## config.mk

```make
export PLATFORM = sky130hd
export DESIGN_NAME = fraction_reducer_gcd_core
export DESIGN_NICKNAME = d
export VERILOG_FILES = /design/src/rtl/frg_pkg.sv /design/src/rtl/frg_div_unit.sv /design/src/rtl/fraction_reducer_gcd_core.sv
export SDC_FILE = /design/constraint.sdc
export NUM_CORES = 1
export LEC_CHECK = 0
export ABC_AREA = 1
export ABC_CLOCK_PERIOD_IN_PS = 10200
export CAP_MARGIN = 10
export CORE_MARGIN = 4
export CORE_UTILIZATION = 25
export DETAILED_ROUTE_END_ITERATION = 8
export DONT_BUFFER_PORTS = 1
export GPL_TIMING_DRIVEN = 0
export PLACE_DENSITY = 0.46
export REMOVE_ABC_BUFFERS = 1
export SLEW_MARGIN = 20
export SYNTH_ARGS = -nofsm -noshare
export SYNTH_HDL_FRONTEND = slang
export SYNTH_SLANG_ARGS = --single-unit
```

## constraint.sdc

```tcl
create_clock -name i_clk -period 10.2 [get_ports i_clk]
set_clock_uncertainty 0.2 [all_clocks]
set_input_delay 0 -clock i_clk [delete_from_list [all_inputs] [get_ports i_clk]]
set_output_delay 0 -clock i_clk [all_outputs]
set_load 0.01 [all_outputs]
```

## src/rtl/frg_pkg.sv

```systemverilog
// Shared types and constants for the fraction reducer.
`default_nettype none

package frg_pkg;

    // Magnitude width: inputs of -2^31 are rejected, so magnitudes fit 31 bits
    localparam int unsigned MAG_W = 31;
    localparam int unsigned CNT_W = $clog2(MAG_W);

    // Result kinds
    localparam logic [1:0] KIND_FRACTION  = 2'd0;
    localparam logic [1:0] KIND_INTEGER   = 2'd1;
    localparam logic [1:0] KIND_UNDEFINED = 2'd2;

    // Sequencer states
    typedef enum logic [2:0] {
        S_IDLE,
        S_FIRST,
        S_EUCLID,
        S_DIV_NUM,
        S_DIV_DEN,
        S_OUT
    } t_state;

    // Request into the shared divider
    typedef struct packed {
        logic             start;
        logic [MAG_W-1:0] dividend;
        logic [MAG_W-1:0] divisor;
    } t_div_req;

    // Response from the shared divider
    typedef struct packed {
        logic             busy;
        logic             done;
        logic [MAG_W-1:0] quotient;
        logic [MAG_W-1:0] remainder;
    } t_div_rsp;

endpackage

`default_nettype wire

```

## src/rtl/frg_div_unit.sv

```systemverilog
// Shared restoring divider, one quotient bit per cycle.
`default_nettype none

module frg_div_unit (
    input  wire              i_clk,
    input  wire              i_rst_n,
    input  wire frg_pkg::t_div_req i_req,
    output frg_pkg::t_div_rsp o_rsp
);

    localparam int unsigned W = frg_pkg::MAG_W;
    localparam int unsigned C = frg_pkg::CNT_W;

    logic         r_busy, n_busy;
    logic         r_done, n_done;
    logic [C-1:0] r_cnt,  n_cnt;
    logic [W-1:0] r_rem,  n_rem;
    logic [W-1:0] r_quo,  n_quo;
    logic [W-1:0] r_dvs,  n_dvs;

    logic [W:0]   shifted;
    logic [W:0]   diff;
    logic         fits;

    // One restoring step: shift in the next dividend bit, subtract if it fits
    assign shifted = {r_rem, r_quo[W-1]};
    assign diff    = shifted - {1'b0, r_dvs};
    assign fits    = (shifted >= {1'b0, r_dvs});

    always_comb begin
        n_busy = r_busy;
        n_done = 1'b0;
        n_cnt  = r_cnt;
        n_rem  = r_rem;
        n_quo  = r_quo;
        n_dvs  = r_dvs;
        if (i_req.start) begin
            n_busy = 1'b1;
            n_cnt  = '0;
            n_rem  = '0;
            n_quo  = i_req.dividend;
            n_dvs  = i_req.divisor;
        end else if (r_busy) begin
            n_rem = fits ? diff[W-1:0] : shifted[W-1:0];
            n_quo = {r_quo[W-2:0], fits};
            n_cnt = r_cnt + 1'b1;
            if (r_cnt == C'(W - 1)) begin
                n_busy = 1'b0;
                n_done = 1'b1;
            end
        end
    end

    // Control state
    always_ff @(posedge i_clk) begin
        if (!i_rst_n) begin
            r_busy <= 1'b0;
            r_done <= 1'b0;
            r_cnt  <= '0;
        end else begin
            r_busy <= n_busy;
            r_done <= n_done;
            r_cnt  <= n_cnt;
        end
    end

    // Datapath
    always_ff @(posedge i_clk) begin
        r_rem <= n_rem;
        r_quo <= n_quo;
        r_dvs <= n_dvs;
    end

    assign o_rsp.busy      = r_busy;
    assign o_rsp.done      = r_done;
    assign o_rsp.quotient  = r_quo;
    assign o_rsp.remainder = r_rem;

endmodule

`default_nettype wire

```

## src/rtl/fraction_reducer_gcd_core.sv

```systemverilog
// Fraction reducer: Euclid's GCD on a shared serial divider, then reduction.
//
// Channel   Dir  Fields (low bit up)
// s_axis    in   tdata: numerator[31:0], denominator[63:32]; tlast: batch end
// m_axis    out  tdata: reduced numerator[31:0], reduced denominator[62:32],
//                zero[63]; tuser: result kind[1:0]; tlast: batch end
//
// Every division runs through one radix-2 divider. Undefined inputs skip
// the divider; an exact quotient needs one division; other fractions need
// the Euclid divisions, then one each for numerator and denominator.
// Euclid takes at most about 45 steps after the first for 31-bit magnitudes.
// One item at a time; a finished result waits in the output register while
// the next item is accepted. Synchronous active-low reset; no clearing pass.
`default_nettype none

module fraction_reducer_gcd_core (
    input  wire         i_clk,
    input  wire         i_rst_n,
    input  wire         i_s_axis_tvalid,
    output logic        o_s_axis_tready,
    input  wire  [63:0] i_s_axis_tdata,   // numerator, denominator
    input  wire         i_s_axis_tlast,   // batch end
    output logic        o_m_axis_tvalid,
    input  wire         i_m_axis_tready,
    output logic [63:0] o_m_axis_tdata,   // reduced numerator, reduced denominator
    output logic [1:0]  o_m_axis_tuser,   // result kind
    output logic        o_m_axis_tlast    // batch end
);

    localparam int unsigned W = frg_pkg::MAG_W;

    frg_pkg::t_state   r_state, n_state;
    frg_pkg::t_div_req div_req;
    frg_pkg::t_div_rsp div_rsp;

    logic [W-1:0] r_an,   n_an;
    logic [W-1:0] r_ad,   n_ad;
    logic [W-1:0] r_y,    n_y;
    logic         r_neg,  n_neg;
    logic         r_last, n_last;
    logic [1:0]   r_kind, n_kind;
    logic [W-1:0] r_rnum, n_rnum;
    logic [W-1:0] r_rden, n_rden;

    logic         r_ovalid, n_ovalid;
    logic [63:0]  r_odata,  n_odata;
    logic [1:0]   r_okind,  n_okind;
    logic         r_olast,  n_olast;

    logic [31:0]  in_num, in_den;
    logic [31:0]  abs_num, abs_den;
    logic         in_undef;
    logic         in_acc;
    logic         out_free;
    logic [31:0]  signed_num;

    assign in_num  = i_s_axis_tdata[31:0];
    assign in_den  = i_s_axis_tdata[63:32];
    assign abs_num = in_num[31] ? (32'd0 - in_num) : in_num;
    assign abs_den = in_den[31] ? (32'd0 - in_den) : in_den;
    assign in_undef = (in_den == 32'd0) || (in_num == 32'h8000_0000)
                   || (in_den == 32'h8000_0000);

    assign o_s_axis_tready = (r_state == frg_pkg::S_IDLE);
    assign in_acc   = i_s_axis_tvalid && o_s_axis_tready;
    assign out_free = !r_ovalid || i_m_axis_tready;

    // Apply the result sign to the reduced magnitude
    assign signed_num = r_neg ? (32'd0 - {1'b0, r_rnum}) : {1'b0, r_rnum};

    frg_div_unit u_div (
        .i_clk   (i_clk),
        .i_rst_n (i_rst_n),
        .i_req   (div_req),
        .o_rsp   (div_rsp)
    );

    // Sequencer: next state, divider requests, working registers
    always_comb begin
        n_state  = r_state;
        n_an     = r_an;
        n_ad     = r_ad;
        n_y      = r_y;
        n_neg    = r_neg;
        n_last   = r_last;
        n_kind   = r_kind;
        n_rnum   = r_rnum;
        n_rden   = r_rden;
        n_ovalid = r_ovalid;
        n_odata  = r_odata;
        n_okind  = r_okind;
        n_olast  = r_olast;
        div_req.start    = 1'b0;
        div_req.dividend = r_an;
        div_req.divisor  = r_ad;

        if (r_ovalid && i_m_axis_tready) begin
            n_ovalid = 1'b0;
        end

        unique case (r_state)
            frg_pkg::S_IDLE: begin
                if (in_acc) begin
                    n_last = i_s_axis_tlast;
                    if (in_undef) begin
                        n_kind  = frg_pkg::KIND_UNDEFINED;
                        n_rnum  = '0;
                        n_rden  = '0;
                        n_neg   = 1'b0;
                        n_state = frg_pkg::S_OUT;
                    end else begin
                        n_an  = abs_num[W-1:0];
                        n_ad  = abs_den[W-1:0];
                        n_neg = (in_num[31] ^ in_den[31]) && (abs_num != 32'd0);
                        div_req.start    = 1'b1;
                        div_req.dividend = abs_num[W-1:0];
                        div_req.divisor  = abs_den[W-1:0];
                        n_state = frg_pkg::S_FIRST;
                    end
                end
            end
            frg_pkg::S_FIRST: begin
                if (div_rsp.done) begin
                    if (div_rsp.remainder == '0) begin
                        // Denominator divides numerator: whole integer
                        n_kind  = frg_pkg::KIND_INTEGER;
                        n_rnum  = div_rsp.quotient;
                        n_rden  = W'(1);
                        n_state = frg_pkg::S_OUT;
                    end else begin
                        n_y = div_rsp.remainder;
                        div_req.start    = 1'b1;
                        div_req.dividend = r_ad;
                        div_req.divisor  = div_rsp.remainder;
                        n_state = frg_pkg::S_EUCLID;
                    end
                end
            end
            frg_pkg::S_EUCLID: begin
                if (div_rsp.done) begin
                    if (div_rsp.remainder == '0) begin
                        // r_y now holds the GCD
                        div_req.start    = 1'b1;
                        div_req.dividend = r_an;
                        div_req.divisor  = r_y;
                        n_state = frg_pkg::S_DIV_NUM;
                    end else begin
                        n_y = div_rsp.remainder;
                        div_req.start    = 1'b1;
                        div_req.dividend = r_y;
                        div_req.divisor  = div_rsp.remainder;
                    end
                end
            end
            frg_pkg::S_DIV_NUM: begin
                if (div_rsp.done) begin
                    n_rnum = div_rsp.quotient;
                    div_req.start    = 1'b1;
                    div_req.dividend = r_ad;
                    div_req.divisor  = r_y;
                    n_state = frg_pkg::S_DIV_DEN;
                end
            end
            frg_pkg::S_DIV_DEN: begin
                if (div_rsp.done) begin
                    n_rden  = div_rsp.quotient;
                    n_kind  = frg_pkg::KIND_FRACTION;
                    n_state = frg_pkg::S_OUT;
                end
            end
            frg_pkg::S_OUT: begin
                // Load the output register once it is free
                if (out_free) begin
                    n_ovalid = 1'b1;
                    n_odata  = {1'b0, r_rden, signed_num};
                    n_okind  = r_kind;
                    n_olast  = r_last;
                    n_state  = frg_pkg::S_IDLE;
                end
            end
            default: begin
                n_state = frg_pkg::S_IDLE;
            end
        endcase
    end

    // Control state
    always_ff @(posedge i_clk) begin
        if (!i_rst_n) begin
            r_state  <= frg_pkg::S_IDLE;
            r_ovalid <= 1'b0;
        end else begin
            r_state  <= n_state;
            r_ovalid <= n_ovalid;
        end
    end

    // Working and output payload registers
    always_ff @(posedge i_clk) begin
        r_an    <= n_an;
        r_ad    <= n_ad;
        r_y     <= n_y;
        r_neg   <= n_neg;
        r_last  <= n_last;
        r_kind  <= n_kind;
        r_rnum  <= n_rnum;
        r_rden  <= n_rden;
        r_odata <= n_odata;
        r_okind <= n_okind;
        r_olast <= n_olast;
    end

    assign o_m_axis_tvalid = r_ovalid;
    assign o_m_axis_tdata  = r_odata;
    assign o_m_axis_tuser  = r_okind;
    assign o_m_axis_tlast  = r_olast;

`ifndef SYNTHESIS
    // Divider is only started when it is free
    a_div_start_idle: assert property (@(posedge i_clk) disable iff (!i_rst_n)
        div_req.start |-> !div_rsp.busy)
        else $error("divider started while busy");

    // Undefined results carry zero numerator and denominator
    a_undef_zero: assert property (@(posedge i_clk) disable iff (!i_rst_n)
        (o_m_axis_tvalid && (o_m_axis_tuser == frg_pkg::KIND_UNDEFINED))
        |-> (o_m_axis_tdata == 64'd0))
        else $error("undefined result with nonzero payload");

    // Whole integers have denominator one
    a_int_den: assert property (@(posedge i_clk) disable iff (!i_rst_n)
        (o_m_axis_tvalid && (o_m_axis_tuser == frg_pkg::KIND_INTEGER))
        |-> (o_m_axis_tdata[62:32] == 31'd1))
        else $error("integer result with denominator other than one");

    // Reduced fractions keep a denominator above one
    a_frac_den: assert property (@(posedge i_clk) disable iff (!i_rst_n)
        (o_m_axis_tvalid && (o_m_axis_tuser == frg_pkg::KIND_FRACTION))
        |-> (o_m_axis_tdata[62:32] > 31'd1))
        else $error("fraction result with denominator of one or less");
`endif

endmodule

`default_nettype wire
```

==> results of run 1 <==
## synthesized netlist by cell type (10+ instances only)
| library cell | count |
|---|---|
| xor2_1 | 51 |
| nand3_1 | 146 |
| inv_2 | 12 |
| o21ai_0 | 197 |
| nor2_1 | 357 |
| buf_2 | 32 |
| o21ai_1 | 10 |
| buf_4 | 10 |
| nand2_1 | 667 |
| a21oi_1 | 125 |
| ha_1 | 36 |
| xnor2_1 | 32 |
| nor3_1 | 35 |
| nand4_1 | 40 |
| dfxtp_1 | 42 |
| edfxtp_1 | 287 |
| o211ai_1 | 63 |
| clkbuf_1 | 44 |
| inv_1 | 316 |
## layer usage
metal  up-vias  track usage, %  wire [um]  share of wire [%]
li1       8815               -          -                  -
met1      8319            23.0      32600                 45
met2       554            26.8      33300                 46
met3       109            2.59       4550                6.2
met4         6            5.81       2570                3.5
met5         -            1.13        157               0.21
## power by group through the flow
stage / Combinational (uW) / Sequential [uW] / Clock (uW)
final: 2220 / 2240 / 1520
after global placement: 2030 / 2300 / 0
after CTS: 2230 / 2250 / 1560
after detailed placement: 2140 / 2270 / 0
after floorplan: 1350 / 2170 / 0
after global routing: 2470 / 2270 / 1620
## cell type report
class,instances,share of cell area (%)
tap,1050,5.40
multi-input combinational,1826,36.6
clock buffer,57,4.76
sequential,329,38.9
timing repair buffer,181,8.11
inverter,331,5.15
clock inverter,22,0.978
antenna,4,0.0412
## kinds of logic after synthesis
family / after synthesis / synth area share (%)
buffers and inverters: 427 / 8.57
XOR/XNOR: 83 / 3.63
AND/OR/NAND/NOR: 1285 / 26.5
other: 1 / 0.0187
AO/OA/AOI/OAI: 420 / 11.6
flip-flops: 329 / 47.2
adder cells (fa/ha/maj): 37 / 2.35
## worst max-delay path by stage
stage,startpoint,to,slack (ns),cells after the start
after floorplan,r_state[2],o_m_axis_tdata[0],1.82,2
after global placement,r_state[2],o_m_axis_tdata[23],-2.90,2
after detailed placement,r_state[2],u_div.r_quo[5],5.04,8
after CTS,u_div.r_rem[30],u_div.r_quo[9],5.03,10
after global routing,u_div.r_rem[0],u_div.r_rem[21],4.83,11
final,u_div.r_rem[30],u_div.r_quo[14],5.09,10
## through the flow
| stage | area, sq um | total power, uW | hold WS (ns) | utilization, % |
|---|---|---|---|---|
| 2_1_floorplan | 19600 | 3510 | -0.101 | - |
| 3_3_place_gp | 20900 | 4320 | -0.101 | 26.4 |
| 3_5_place_dp | 21400 | 4410 | -0.101 | 27.1 |
| 4_1_cts | 24300 | 6040 | 0.00486 | 30.7 |
| 5_1_grt | 24300 | 6360 | 0.0398 | 30.7 |
| 6_report | 24300 | 5980 | 0.0195 | 30.7 |
## critical path, delay by kind of cell, from the launching register on
kind	cells	cell delay, ns
and+or+nand+nor	8	3.15
buffers and inverters	2	0.82
DFF	1	0.34
## registers in the layout, indices dropped and copies added, names as in the netlist, 31 cells and up
signal and cells:
r_rden 31, o_m_axis_tdata 63, r_rnum 31, r_an 31
u_div.r_dvs 31, u_div.r_rem 31, u_div.r_quo 31, r_y 31
r_ad 31
==> run_results.csv, run 1 <==
group,metric,value,unit
outcome,status,"finished, final reports clean",
final_layout,fin_nets,2818,
yosys,synthArstFlopShare,0,%
routing,wl,73.1,mm
die,die_x,291,um
placement,place_hpwl,52.7,mm
critical_path,r2r-end,"u_div.r_quo[14]",
global_routing,antenna_found_initial,6,
timing,setup_tns,0,ns
cts,numCtsBuffers,43,
final_layout,fillers,8536,
cts,clk_latency,0.60,ns
cts,tritoncts,"built",
pwr,p_per_area,246,nW/um^2
pwr,p_sw_share,40.1,%
yosys,synth_area,20000,sq um
yosys,yosysUniqueCellTypes,49,
pwr,peakVddDrop,126,uV
global_routing,grt_pass1_wl,109,mm
critical_path,r2r-start,"u_div.r_rem[30]",
timing,finalCritPeriodShare,50.1,%
yosys,yosysTopAreaCell,"edfxtp_1",
critical_path,required,10.13,ns
cts,clk_pin_slew_worst_paths,0.06,ns
timing,relSlewSlack,23.9,%
final_layout,multiInputGateArea,8910,sq um
min_path,min_to,"r_an[14]",
die,die_area,84700,sq um
pwr,pwr-share-seq,37.4,%
critical_path,ff2ff_setup_slack,5.09,ns
routing,wl_per_cell,19.2,um
pwr,p_leak,0.0101,uW
yosys,ys_seq_elements,329,
yosys,yosysSeqAreaShare,47.2,%
timing,timing.fmax,196,MHz
global_routing,grt-ovfl-total,0,
critical_path,cp_max_fo,39,
routing,drc_errors,0,
pwr,p_int,3580,uW
routing,via_per_inst,4.69,
routing,first_iter_violations,1565,
cts,htreeDepth,2,
critical_path,r2r_cells,10,
placement,numPortBuffers,0,
final_layout,area.sequential,9460,sq um
routing,drtAntennaViolNets,0,
global_routing,grt_max_degree,52,
yosys,synth_edf_count,287,
cts,cts_sinks,329,
pwr,power_frac_clock,25.4,%
timing,finalSetupViolCount,0,
placement,gp_congestion,0.862,
final_layout,mostFrequentLayoutCells,"665 x nand2_1, 356 x nor2_1, 312 x inv_1, 287 x edfxtp_1, 196 x o21ai_0",
timing,rsz0062_at_grt,"no",
yosys,synthCells,2582,
yosys,synth.area.top_cells,"edfxtp_1 43%, nand2_1 13%, nor2_1 6.7%",
timing,worst_slack,5.09,ns
timing,hold_viol_final,0,
final_layout,layout.cells.non_filler,3800,
critical_path,crit_chain,"inv_2, nand4_1, nor2_1, nand2_1, nor2_4, nor2_4, nand2_1, nand3_4, nor2_4, inv_2",
die,start_util,25.3,%
yosys,synth_warnings,0,
final_layout,final_common_cell,"nand2_1",
critical_path,critPathMaxStageDelay,0.76,ns
yosys,avgSynthCellArea,7.75,sq um
die,num_rows,103,
critical_path,slowest_stage,"nor2_4",
cts,clock_path_buffers,3,
yosys,yosysTopAreaCellShare,43.0,%
min_path,hp-start,"i_s_axis_tdata[14]",
critical_path,path_common_cell,"nor2_4",
critical_path,endpoint_kind,"flop",
cts,cts_resized,0,
die,fp.dieH,291,um
min_path,hp-class,"in2reg",
pwr,p_comb_share,37.1,%
timing,fin_crit,5.11,ns
placement,placed_cells,3569,
routing,vias,17800,
job,cap_violations,0,
final_layout,areaGrowthSynthToFinish,21.4,%
global_routing,first_global_vias,16800,
cts,root_buffer,"clkbuf_16",
final_layout,drive_gt1_share,5.54,%
die,io_pins,138,
timing,drv_slew,0,
global_routing,track_usage,16.7,%
cts,cts_setup_buffers,0,
yosys,ys.flop_type,"edfxtp_1",
placement,post-place-ws,5.04,ns
pwr,p_switching,2400,uW
min_path,worst_hold_path.num_cells,3,
critical_path,critical_path_class,"reg2reg",
cts,holdBufCountCts,148,
routing,drtPass1Iterations,6,
timing,worst-slew-pin-transition,1.14,ns
critical_path,crit_arrival,5.03,ns
die,coreArea,79100,sq um
critical_path,startpoint_type,"flop",
Power figures use the tool's default switching activity.
==> inputs of run 2 (changes only) <==
--- a/config.mk
+++ b/config.mk
@@ -6,7 +6,7 @@
 export NUM_CORES = 1
 export LEC_CHECK = 0
 export ABC_AREA = 1
-export ABC_CLOCK_PERIOD_IN_PS = 10200
+export ABC_CLOCK_PERIOD_IN_PS = 5100
 export CAP_MARGIN = 10
 export CORE_MARGIN = 4
 export CORE_UTILIZATION = 25
==> constraint.sdc (replaced) <==
create_clock -name i_clk -period 5.1 [get_ports i_clk]
set_clock_uncertainty 0.2 [all_clocks]
set_input_delay 0 -clock i_clk [delete_from_list [all_inputs] [get_ports i_clk]]
set_output_delay 0 -clock i_clk [all_outputs]
set_load 0.01 [all_outputs]
==> run_results.csv, run 2 (same netlist as run 1, synthesis figures left out) <==
group,metric,value,unit
routing,vias,17700,
global_routing,grt-ovfl-total,0,
global_routing,busiest_layer,"met2",
global_routing,grt_max_degree,52,
critical_path,critical_path_class,"reg2reg",
global_routing,track_usage,16.8,%
critical_path,r2r-start,"u_div.r_done",
min_path,hp-start,"i_s_axis_tdata[14]",
routing,first_iter_violations,1469,
timing,finalCritPeriodShare,93.6,%
final_layout,final_common_cell,"nand2_1",
cts,htreeDepth,2,
min_path,min_to,"r_an[14]",
critical_path,critPathMaxStageDelay,0.88,ns
global_routing,grt_use_met2,27.0,%
die,coreArea,79100,sq um
timing,finalSetupViolCount,0,
timing,timing.fmax,210,MHz
timing,worst-slew-pin-transition,1.12,ns
timing,hold_viol_final,0,
global_routing,antenna_found_initial,7,
timing,rsz0062_at_grt,"no",
critical_path,crit_arrival,4.76,ns
final_layout,areaGrowthSynthToFinish,21.5,%
placement,place_hpwl,52.7,mm
final_layout,design_area,24300,sq um
timing,worst_slack,0.328,ns
routing,drtPass1Iterations,7,
final_layout,largest_reg_flops,63,
critical_path,cp_max_fo,39,
routing,wl,73.6,mm
global_routing,grtUsageMet1,22.9,%
pwr,peakVddDrop,249,uV
placement,numPortBuffers,0,
final_layout,drive_gt1_share,5.57,%
cts,tritoncts,"built",
cts,root_buffer,"clkbuf_16",
routing,wl_per_cell,19.4,um
final_layout,area.sequential,9460,sq um
critical_path,slowest_stage,"dfxtp_2",
cts,clk_latency,0.60,ns
timing,setup_tns,0,ns
critical_path,startpoint_type,"flop",
timing,drv_slew,0,
min_path,hp-class,"in2reg",
routing,drc_errors,0,
die,die_area,84700,sq um
placement,post-place-ws,-0.0559,ns
critical_path,ff2ff_setup_slack,0.33,ns
pwr,p_per_area,493,nW/um^2
final_layout,fillers,8536,
routing,drtAntennaViolNets,0,
final_layout,mostFrequentLayoutCells,"665 x nand2_1, 356 x nor2_1, 312 x inv_1, 287 x edfxtp_1, 196 x o21ai_0",
die,fp.dieH,291,um
global_routing,use_met3,2.68,%
critical_path,r2r_cells,7,
critical_path,required,5.09,ns
final_layout,multiInputGateArea,8910,sq um
die,start_util,25.3,%
critical_path,crit_chain,"inv_2, buf_12, nor2_4, nand2_1, nand3_4, nor2_4, inv_4",
job,cap_violations,0,
cts,clock_path_buffers,3,
critical_path,r2r-end,"u_div.r_quo[14]",
die,die_x,291,um
timing,fin_crit,4.77,ns
pwr,p_leak,0.0101,uW
final_layout,fin_util,30.7,%
global_routing,grt_pass1_wl,109,mm
cts,clk_pin_slew_worst_paths,0.06,ns
critical_path,endpoint_kind,"flop",
min_path,worst_hold_path.num_cells,3,
die,num_rows,103,
cts,cts_sinks,329,
cts,numCtsBuffers,43,
placement,gp_congestion,0.862,
critical_path,path_common_cell,"nor2_4",
routing,via_per_inst,4.66,
final_layout,fin_nets,2819,
die,io_pins,138,
timing,relSlewSlack,25.4,%
placement,place_area,21400,sq um
global_routing,first_global_vias,16800,
outcome,status,"finished, final reports clean",
[run 2: cell types whose count changed in the layout (fill, tap and decap cells not counted), sizes merged]
cell | previous run | this run
nor2 | 370 | 371
[run 2: repair_timing]
action | in CTS | in global routing
setup buffers | 0 | 0
setup endpoints to repair | 34 | 39
pin swaps | 1 | 0
resized for setup | 0 | 2
hold buffers | 148 | 0
cloned | 1 | 0
hold endpoints to repair | 142 | 0
[run 2: cell type report]
| cell class | count | area share, % |
|---|---|---|
| Antenna cell | 4 | 0.0412 |
| Multi-Input combinational cell | 1827 | 36.6 |
| Clock buffer | 57 | 4.76 |
| Timing Repair Buffer | 181 | 8.11 |
| Tap cell | 1050 | 5.40 |
| Sequential cell | 329 | 38.9 |
| Inverter | 331 | 5.16 |
| Clock inverter | 22 | 0.977 |
[run 2: metrics by stage]
stage | hold WS, ns | cells | total power (uW)
3_5_place_dp | -0.101 | 3569 | 8820
3_3_place_gp | -0.101 | 3536 | 8650
4_1_cts | 0.00486 | 3797 | 12100
5_1_grt | 0.0398 | 3799 | 12700
6_report | 0.0213 | 3801 | 12000
2_1_floorplan | -0.101 | 2486 | 7030
[run 2: metal layers]
metal  share of wire [%]  up-vias
met2                  46      527
met1                  45     8255
met5                0.19        -
li1                    -     8814
met4                 3.5        4
met3                 5.8      112
[run 2: critical path, delay by kind of cell (launching register included)]
family / cells / cell delay (ns)
flops: 1 / 0.88
buf+inv: 3 / 1.11
simple gates: 4 / 2.11
[run 2: how the worst max path moves through the flow]
stage | cells past startpoint | end | from
2_1_floorplan | 2 | o_m_axis_tdata[0] | r_state[2]
3_3_place_gp | 2 | o_m_axis_tdata[23] | r_state[2]
3_5_place_dp | 8 | u_div.r_quo[5] | r_state[2]
4_1_cts | 7 | u_div.r_quo[9] | u_div.r_done
5_1_grt | 7 | u_div.r_quo[14] | u_div.r_done
6_report | 7 | u_div.r_quo[14] | u_div.r_done
[run 2: where the power goes]
part | switching [uW] | total [uW] | leakage (uW) | internal [uW]
sequential | 496 | 4480 | 0.00306 | 3990
combinational | 3060 | 4470 | 0.00637 | 1410
clock | 1270 | 3040 | 0.000687 | 1770
total | 4820 | 12000 | 0.0101 | 7170
==> inputs of run 3 (changes only) <==
--- a/config.mk
+++ b/config.mk
@@ -13,8 +13,9 @@
 export DETAILED_ROUTE_END_ITERATION = 8
 export DONT_BUFFER_PORTS = 1
 export GPL_TIMING_DRIVEN = 0
-export PLACE_DENSITY = 0.46
+export PLACE_DENSITY_LB_ADDON = 0.2
 export REMOVE_ABC_BUFFERS = 1
+export SKIP_LAST_GASP = 1
 export SLEW_MARGIN = 20
 export SYNTH_ARGS = -nofsm -noshare
 export SYNTH_HDL_FRONTEND = slang
==> run_results.csv, run 3 (same netlist as run 1, synthesis figures left out) <==
group,metric,value,unit
outcome,status,"finished, final reports clean",
die,start_util,25.3,%
placement,place_area,21400,sq um
cts,numCtsBuffers,41,
global_routing,grt-ovfl-total,0,
routing,vias,18500,
timing,rsz0062_at_grt,"no",
min_path,hp-start,"i_s_axis_tdata[32]",
critical_path,r2r-end,"u_div.r_busy",
final_layout,fin_nets,2815,
global_routing,first_global_vias,17800,
min_path,hp-class,"in2reg",
global_routing,grt_max_degree,57,
global_routing,use_met3,3.51,%
global_routing,grt_pass1_wl,115,mm
global_routing,antenna_found_initial,8,
final_layout,final_common_cell,"nand2_1",
critical_path,critical_path_class,"reg2reg",
cts,htreeDepth,2,
final_layout,largest_reg_flops,63,
die,fp.dieH,291,um
timing,finalCritPeriodShare,93.5,%
placement,numPortBuffers,0,
timing,drv_slew,0,
die,num_rows,103,
cts,clock_path_buffers,3,
global_routing,grtUsageMet1,24.9,%
timing,relSlewSlack,20.9,%
min_path,min_to,"r_ad[0]",
routing,first_iter_violations,1792,
placement,place_hpwl,54.4,mm
timing,fin_crit,4.77,ns
timing,hold_viol_final,0,
placement,gp_congestion,0.881,
critical_path,r2r_cells,10,
critical_path,required,5.36,ns
final_layout,fin_util,30.8,%
timing,finalSetupViolCount,0,
routing,drtPass1Iterations,5,
pwr,p_per_area,499,nW/um^2
critical_path,r2r-start,"r_state[2]",
timing,timing.fmax,210,MHz
critical_path,cp_max_fo,43,
die,die_x,291,um
critical_path,startpoint_type,"flop",
cts,tritoncts,"built",
routing,wl,76.4,mm
final_layout,areaGrowthSynthToFinish,21.6,%
cts,cts_sinks,329,
final_layout,design_area,24300,sq um
cts,root_buffer,"clkbuf_16",
cts,clk_pin_slew_worst_paths,0.06,ns
cts,clk_latency,0.59,ns
timing,worst-slew-pin-transition,1.18,ns
routing,drc_errors,0,
critical_path,endpoint_kind,"flop",
global_routing,track_usage,17.5,%
critical_path,ff2ff_setup_slack,0.33,ns
final_layout,drive_gt1_share,5.76,%
routing,drtAntennaViolNets,0,
die,die_area,84700,sq um
pwr,peakVddDrop,254,uV
critical_path,crit_arrival,5.03,ns
pwr,p_leak,0.0101,uW
die,io_pins,138,
routing,via_per_inst,4.88,
final_layout,mostFrequentLayoutCells,"665 x nand2_1, 356 x nor2_1, 312 x inv_1, 287 x edfxtp_1, 196 x o21ai_0",
min_path,worst_hold_path.num_cells,1,
routing,wl_per_cell,20.1,um
job,cap_violations,0,
global_routing,grt_use_met2,27.1,%
global_routing,busiest_layer,"met2",
die,coreArea,79100,sq um
[run 3: report_power, final]
part	leakage (uW)	switching, uW	total, uW	internal (uW)
clock	0.000692	1280	3150	1870
sequential	0.00306	492	4480	3990
combinational	0.00637	3130	4520	1390
total	0.0101	4910	12200	7250
[run 3: layout make-up]
cell class	instances	area (sq um)
clock inverter	26	370
multi-input combinational	1828	8920
sequential	329	9460
tap	1050	1310
timing repair buffer	178	1950
clock buffer	49	1070
antenna	4	10.0
inverter	331	1250
fill	8464	54800
[run 3: how the worst max path moves through the flow]
stage / endpoint / start / slack, ns / depth (start not counted)
CTS: u_div.r_quo[16] / u_div.r_rem[23] / 0.09 / 12
floorplan: o_m_axis_tdata[0] / r_state[2] / -3.28 / 2
global placement: o_m_axis_tdata[33] / r_state[2] / -7.25 / 2
finish: u_div.r_busy / r_state[2] / 0.33 / 10
detailed placement: u_div.r_quo[26] / u_div.r_rem[25] / -0.79 / 12
global route: u_div.r_busy / u_div.r_rem[23] / 0.12 / 15
[run 3: through the flow]
stage / worst slack [ns] / instances / setup TNS [ns] / hold WS, ns / total power, uW
after floorplan: -3.28 / 2486 / -234.80 / -0.101 / 7030
after global placement: -7.25 / 3536 / -1759.42 / -0.101 / 8640
after detailed placement: -0.791 / 3567 / -30.17 / -0.101 / 8770
after CTS: 0.0935 / 3786 / 0 / 0.0118 / 12200
after global routing: 0.122 / 3791 / 0 / 0.0546 / 12900
final: 0.330 / 3795 / 0 / 0.0565 / 12200
[run 3: critical path: stages (launching register included)]
cell      delay, ns
dfxtp_4        0.83
nor2_1         0.15
nand2_2        0.36
inv_2          0.40
nand2_1        0.71
nand3_4        0.42
buf_16         0.36
nor2_4         0.49
inv_4          0.36
o211ai_1       0.20
inv_1          0.05
[run 3: layer usage]
layer  vias up  part of all wire, %
met5         -                0.090
met4        10                  2.7
met3       135                  7.6
met2       731                   44
met1      8859                   46
li1       8800                    -
[run 3: repair_timing]
item | in CTS | in global routing
hold buffers | 142 | 0
pin swaps | 2 | 1
hold endpoints to repair | 143 | 0
endpoints found under the setup margin | 39 | 39
resized for setup | 1 | 0
gates cloned | 2 | 0
setup buffers | 0 | 5
